### config.mk
export PLATFORM = sky130hd
export DESIGN_NAME = rbin_raster_ctrl
export DESIGN_NICKNAME = d
export VERILOG_FILES = /design/src/raster_2x2_average_binning_core_assert.svh /design/src/rbin_pkg.sv /design/src/rbin_raster_ctrl.sv
export SDC_FILE = /design/constraint.sdc
export NUM_CORES = 1
export LEC_CHECK = 0
export BUFFER_PORTS_ARGS = -buffer_cell sky130_fd_sc_hd__buf_2
export CAP_MARGIN = 20
export CORE_MARGIN = 4
export CORE_UTILIZATION = 35
export DETAILED_ROUTE_END_ITERATION = 12
export GPL_ROUTABILITY_DRIVEN = 1
export PLACE_DENSITY = 0.68
export SETUP_SLACK_MARGIN = 0.05
export SYNTH_ARGS = -nofsm -noshare
export SYNTH_HDL_FRONTEND = slang
export SYNTH_SLANG_ARGS = --single-unit
### constraint.sdc
create_clock -name clock -period 5 [get_ports clock]
set_input_delay 1.25 -clock clock [delete_from_list [all_inputs] [get_ports clock]]
set_output_delay 1.25 -clock clock [all_outputs]
set_load 0.05 [all_outputs]
### src/raster_2x2_average_binning_core_assert.svh
// assertion macros shared by the binning core
`ifndef RASTER_2X2_AVERAGE_BINNING_CORE_ASSERT_SVH
`define RASTER_2X2_AVERAGE_BINNING_CORE_ASSERT_SVH

// antecedent implies consequent in the same cycle
`define RBIN_ASSERT_SAME(label, ante, cons) \
   label: assert property (@(posedge clock) disable iff (reset) (ante) |-> (cons)) \
      else $error("rbin assertion failed");

// antecedent implies consequent in the next cycle
`define RBIN_ASSERT_NEXT(label, ante, cons) \
   label: assert property (@(posedge clock) disable iff (reset) (ante) |=> (cons)) \
      else $error("rbin assertion failed");

`endif

### src/rbin_pkg.sv
`default_nettype none

package rbin_pkg;

   localparam int PIXEL_WIDTH = 16;
   localparam int PAIR_WIDTH  = 17;
   localparam int BIN_WIDTH   = 18;
   localparam int DIM_WIDTH   = 13;

   typedef logic [PIXEL_WIDTH-1:0] pixel_type;
   typedef logic [PAIR_WIDTH-1:0]  pair_type;
   typedef logic [BIN_WIDTH-1:0]   bin_type;
   typedef logic [DIM_WIDTH-1:0]   dim_type;

   localparam dim_type DIM_RESET = 13'd4096;

   localparam int CSR_INDEX_WIDTH = 1;
   typedef logic [CSR_INDEX_WIDTH-1:0] csr_index_type;
   localparam csr_index_type CSR_FRAME_WIDTH  = 1'b0;
   localparam csr_index_type CSR_FRAME_HEIGHT = 1'b1;

   typedef struct packed {
      logic write;
      logic read;
   } mem_cmd_type;

   typedef struct packed {
      pair_type pair_sum;
      logic     use_above;
      logic     end_of_row;
      logic     end_of_frame;
      logic     error;
   } stage_type;

endpackage

`default_nettype wire

### src/rbin_raster_ctrl.sv
`default_nettype none

module rbin_raster_ctrl #(
   parameter int MAX_WIDTH  = 4096,
   parameter int MAX_HEIGHT = 4096,
   parameter int ADDR_WIDTH = 11
) (
   input  wire                     clock,
   input  wire                     reset,
   input  wire                     accept,
   input  wire rbin_pkg::pixel_type pixel,
   input  wire                     frame_start,
   input  wire rbin_pkg::dim_type  frame_width,
   input  wire rbin_pkg::dim_type  frame_height,
   output logic                    emit,
   output rbin_pkg::stage_type     stage,
   output rbin_pkg::mem_cmd_type   mem_cmd,
   output logic [ADDR_WIDTH-1:0]   mem_addr,
   output rbin_pkg::pair_type      mem_wdata
);

   localparam int IdxWidth = rbin_pkg::DIM_WIDTH - 1;
   localparam logic [31:0] MaxWidthU  = 32'(MAX_WIDTH);
   localparam logic [31:0] MaxHeightU = 32'(MAX_HEIGHT);
   localparam logic [31:0] LineDepthU = 32'(MAX_WIDTH / 2);

   rbin_pkg::dim_type   col_ff, col_in, row_ff, row_in, col, row;
   rbin_pkg::pixel_type left_ff, left_in;
   logic [rbin_pkg::DIM_WIDTH:0] col_next, row_next;
   logic [IdxWidth-1:0] idx;
   logic [ADDR_WIDTH+IdxWidth-1:0] addr_wide;
   logic geometry_ok, row_end, frame_end, in_range;
   rbin_pkg::pair_type pair_sum;

   always_comb begin
      col = frame_start ? '0 : col_ff;
      row = frame_start ? '0 : row_ff;
      col_next = {1'b0, col} + 1'b1;
      row_next = {1'b0, row} + 1'b1;
      row_end = col_next >= {1'b0, frame_width};
      frame_end = row_end && (row_next >= {1'b0, frame_height});
      geometry_ok = (frame_width != '0) && (frame_height != '0)
                    && (32'(frame_width) <= MaxWidthU) && (32'(frame_height) <= MaxHeightU)
                    && !frame_width[0] && !frame_height[0];
      idx = col[rbin_pkg::DIM_WIDTH-1:1];
      addr_wide = {{ADDR_WIDTH{1'b0}}, idx};
      in_range = 32'(idx) < LineDepthU;
      pair_sum = {1'b0, left_ff} + {1'b0, pixel};
   end

   always_comb begin
      left_in = left_ff;
      col_in = col_ff;
      row_in = row_ff;
      emit = 1'b0;
      mem_cmd = '0;
      stage.pair_sum = pair_sum;
      stage.use_above = 1'b0;
      stage.end_of_row = row_end;
      stage.end_of_frame = frame_end;
      stage.error = 1'b0;
      if (accept) begin
         if (geometry_ok) begin
            if (!col[0]) begin
               left_in = pixel;
            end else if (!row[0]) begin
               mem_cmd.write = in_range;
            end else begin
               mem_cmd.read = in_range;
               stage.use_above = in_range;
               emit = 1'b1;
            end
         end else if (frame_end) begin
            emit = 1'b1;
            stage.pair_sum = '0;
            stage.end_of_row = 1'b0;
            stage.error = 1'b1;
         end
         if (row_end) begin
            col_in = '0;
            row_in = frame_end ? '0 : row_next[rbin_pkg::DIM_WIDTH-1:0];
         end else begin
            col_in = col_next[rbin_pkg::DIM_WIDTH-1:0];
            row_in = row;
         end
      end
   end

   assign mem_addr = addr_wide[ADDR_WIDTH-1:0];
   assign mem_wdata = pair_sum;

   always_ff @(posedge clock) begin
      if (reset) begin
         col_ff <= '0;
         row_ff <= '0;
         left_ff <= '0;
      end else begin
         col_ff <= col_in;
         row_ff <= row_in;
         left_ff <= left_in;
      end
   end

endmodule

`default_nettype wire

==> flow_metrics.tcl <==
set metrics [dict create \
    status "finished, violations left" \
    failed_checks "setup timing" \
    ant_nets 0 \
    worst_pin_slew_ns 0.6372 \
    diodes 0 \
    finalHoldViolCount 0 \
    use_met2_pct 30.06 \
    syn_nets 561 \
    path_class "in -> out" \
    syn-cell-area_um2 3700 \
    power_leakage_uw 0.002435 \
    rsz0062_at_grt "true" \
    peakVddDrop_mv 0.07469 \
    busiest_layer "met2" \
    first_iter_violations 149 \
    drtPass1Iterations 4 \
    h-tree-depth 2 \
    layout_commonest_cell "buf_2" \
    nFillCells 959 \
    post-route-period-util_pct 105.7 \
    core_um2 10320 \
    timing.fmax_ghz 0.1892 \
    cts_sinks 42 \
    wl_um 10420 \
    worstSkewPairLatency_ns 0.30 \
    nets 689 \
    finalSetupTns_ns -4.764 \
    cts_root_buf "clkbuf_8" \
    syn_area_per_cell_um2 7.805 \
    via_count 3820 \
    r2r_start "col_ff[0]$_SDFFE_PP0P_" \
    reg2reg_to "row_ff[5]$_SDFFE_PP0P_" \
    whs_path_depth 2 \
    skew_ns 0.01452 \
    final_cell_mix "buf_2 (75), nor2_1 (47), inv_1 (45), dfxtp_1 (42), ha_1 (39)" \
    synth_seq_cells 42 \
    drive_gt1_share_pct 32.50 \
    synth_ff_type "dfxtp_1" \
    initial_core_util_pct 35.84 \
    endpoint_kind "output port" \
    syn_to_final_growth_pct 39.03 \
    yosysSeqAreaShare_pct 22.73 \
    power_density_nw_per_um2 157.2 \
    hpwl_um 7783 \
    cp_max_fo 16 \
    io_pins 98 \
    holdWs_ns 0.5007 \
    antenna_found_initial 1 \
    drv_cap 0 \
    grt.overflow.total 0 \
    rows 37 \
    arrival_ns 4.03 \
    synthArstFlopShare_pct 0 \
    rr_worst_depth 14 \
    cts_tree "yes" \
    place_congestion 0.8719 \
    fin_cells 739 \
    grt_pass1_wl_um 17390 \
    finalWorstSetupSlack_ns -0.2847 \
    worstSetupStartpointType "primary input" \
    clk_pin_slew_worst_paths_ns 0.07 \
    die_h_um 110.8 \
    period_minus_slack_ns 5.285 \
    dp.cells 717 \
    holdCritPathClass "reg -> reg" \
    cts_buffers 5 \
    rrSetupSlack_ns 1.39 \
    dieArea_um2 12280 \
    required_ns 3.75 \
    hold_buffers 0 \
    met1_usage_pct 19.54 \
    drv_slew 0 \
    hold_path_end "left_ff[3]$_SDFFE_PP0P_" \
    slew_headroom_pct 57.52 \
    synth_cell_types 58 \
    grtUsageTotal_pct 16.53 \
    clock_path_buffers 2 \
    design_area_um2 5144 \
    grt_max_degree 33 \
    port_buffers 97 \
    synth_edf_count 0 \
    drc_errors 0 \
    viasPerCell 5.169 \
    place_area_um2 4628 \
    finalSetupViolations 20 \
    wl_per_cell_um 14.10 \
    hold_start "left_ff[3]$_SDFFE_PP0P_" \
    grt_pass1_vias 3871 \
    yosysWarnings 0 \
    synthCells 474 \
    die_x_um 110.8 \
    grtUsageMet3_pct 2.784 \
]
-- cells in the mapped netlist, drive strengths merged, types with 6 or more instances --
library cell  number  share of area [%]
inv               46                4.7
nand2b             7                1.2
dfxtp             42                 23
nor2b             20                3.4
o21ai             11                1.5
nand3             27                3.7
nor2              54                5.7
xor2              12                2.8
mux2i             17                4.6
a22o              11                2.6
xnor2             24                5.7
and2b              7                1.4
clkbuf             8               0.81
and3               7                1.2
ha                40                 14
nor4              11                2.3
nor3               6                1.1
nand2             26                2.6
buf               12                1.9
a21oi             30                4.1
a211oi             6                1.2
nand4              6                1.4
-- kinds of logic after synthesis --
kind of cell | after synthesis | share of synthesized area, %
mux | 17 | 4.599
simple gates | 183 | 26.58
fa+ha+maj | 41 | 14.07
xor+xnor | 36 | 8.522
flops | 42 | 22.73
buf+inv | 66 | 7.339
compound gates | 89 | 16.17
-- critical path: stages --
cell and delay, ns:
buf_8 0.10, nand4b_1 0.22, nor4_4 0.36, nand2_1 0.13
xor2_1 0.16, nor2_1 0.17, ha_1 0.28, nand4_1 0.15
a2111oi_4 0.04, a221o_1 0.41, nor2_4 0.15, nor3_4 0.06
buf_12 0.16, and2b_4 0.26, buf_8 0.14
-- sequential cells by signal, summed over array words and instances (netlist names) --
signal and flops:
left_ff 16, row_ff 13, col_ff 13
-- routing by layer --
| metal | vias to the layer above | wire length, µm |
|---|---|---|
| met1 | 1801 | 4572 |
| met2 | 85 | 5158 |
| met3 | 19 | 431 |
| li1 | 1913 | - |
| met4 | 2 | 244 |
| met5 | - | 12 |
-- through the flow --
step	worst slack, ns	utilization [%]	power [µW]
2_1_floorplan	-0.3378	-	498.0
3_3_place_gp	-0.3696	44.83	554.2
3_5_place_dp	-0.4612	44.83	558.0
4_1_cts	-0.2310	49.11	814.9
5_1_grt	-0.4071	49.82	847.3
6_report	-0.2847	49.82	808.4
-- where the power goes --
part	switching, µW	total (µW)	internal [µW]	leakage [µW]
clock	122	234	112	0.0000482
combinational	148	235	86.8	0.00205
sequential	2.85	339	337	0.000339
total	273	808	535	0.00244
-- what timing repair did --
action / in CTS / in global routing
setup endpoints to repair: 21 / 22
resized for setup: 65 / 16
buffers inserted: 13 / 3
pin swaps: 5 / 7
-- worst max-delay path by stage --
stage	start	to	slack [ns]	cells after the start
2_1_floorplan	frame_start	stage[14]	-0.34	14
3_3_place_gp	frame_start	stage[11]	-0.37	16
3_5_place_dp	frame_start	stage[11]	-0.46	16
4_1_cts	frame_start	stage[11]	-0.23	16
5_1_grt	frame_start	stage[9]	-0.41	15
6_report	frame_start	stage[9]	-0.28	15
-- area by class of cell --
class	instances	area [µm²]	share of cell area, %
repair buffers	141	1054	20.48
inverters	46	172.7	3.357
multi-input cells	366	2815	54.73
clock buffers	7	86.33	1.678
well taps	136	170.2	3.308
clock inverters	1	5.005	0.09730
flip-flops and latches	42	840.8	16.35
(Power assumes the default switching activity.)
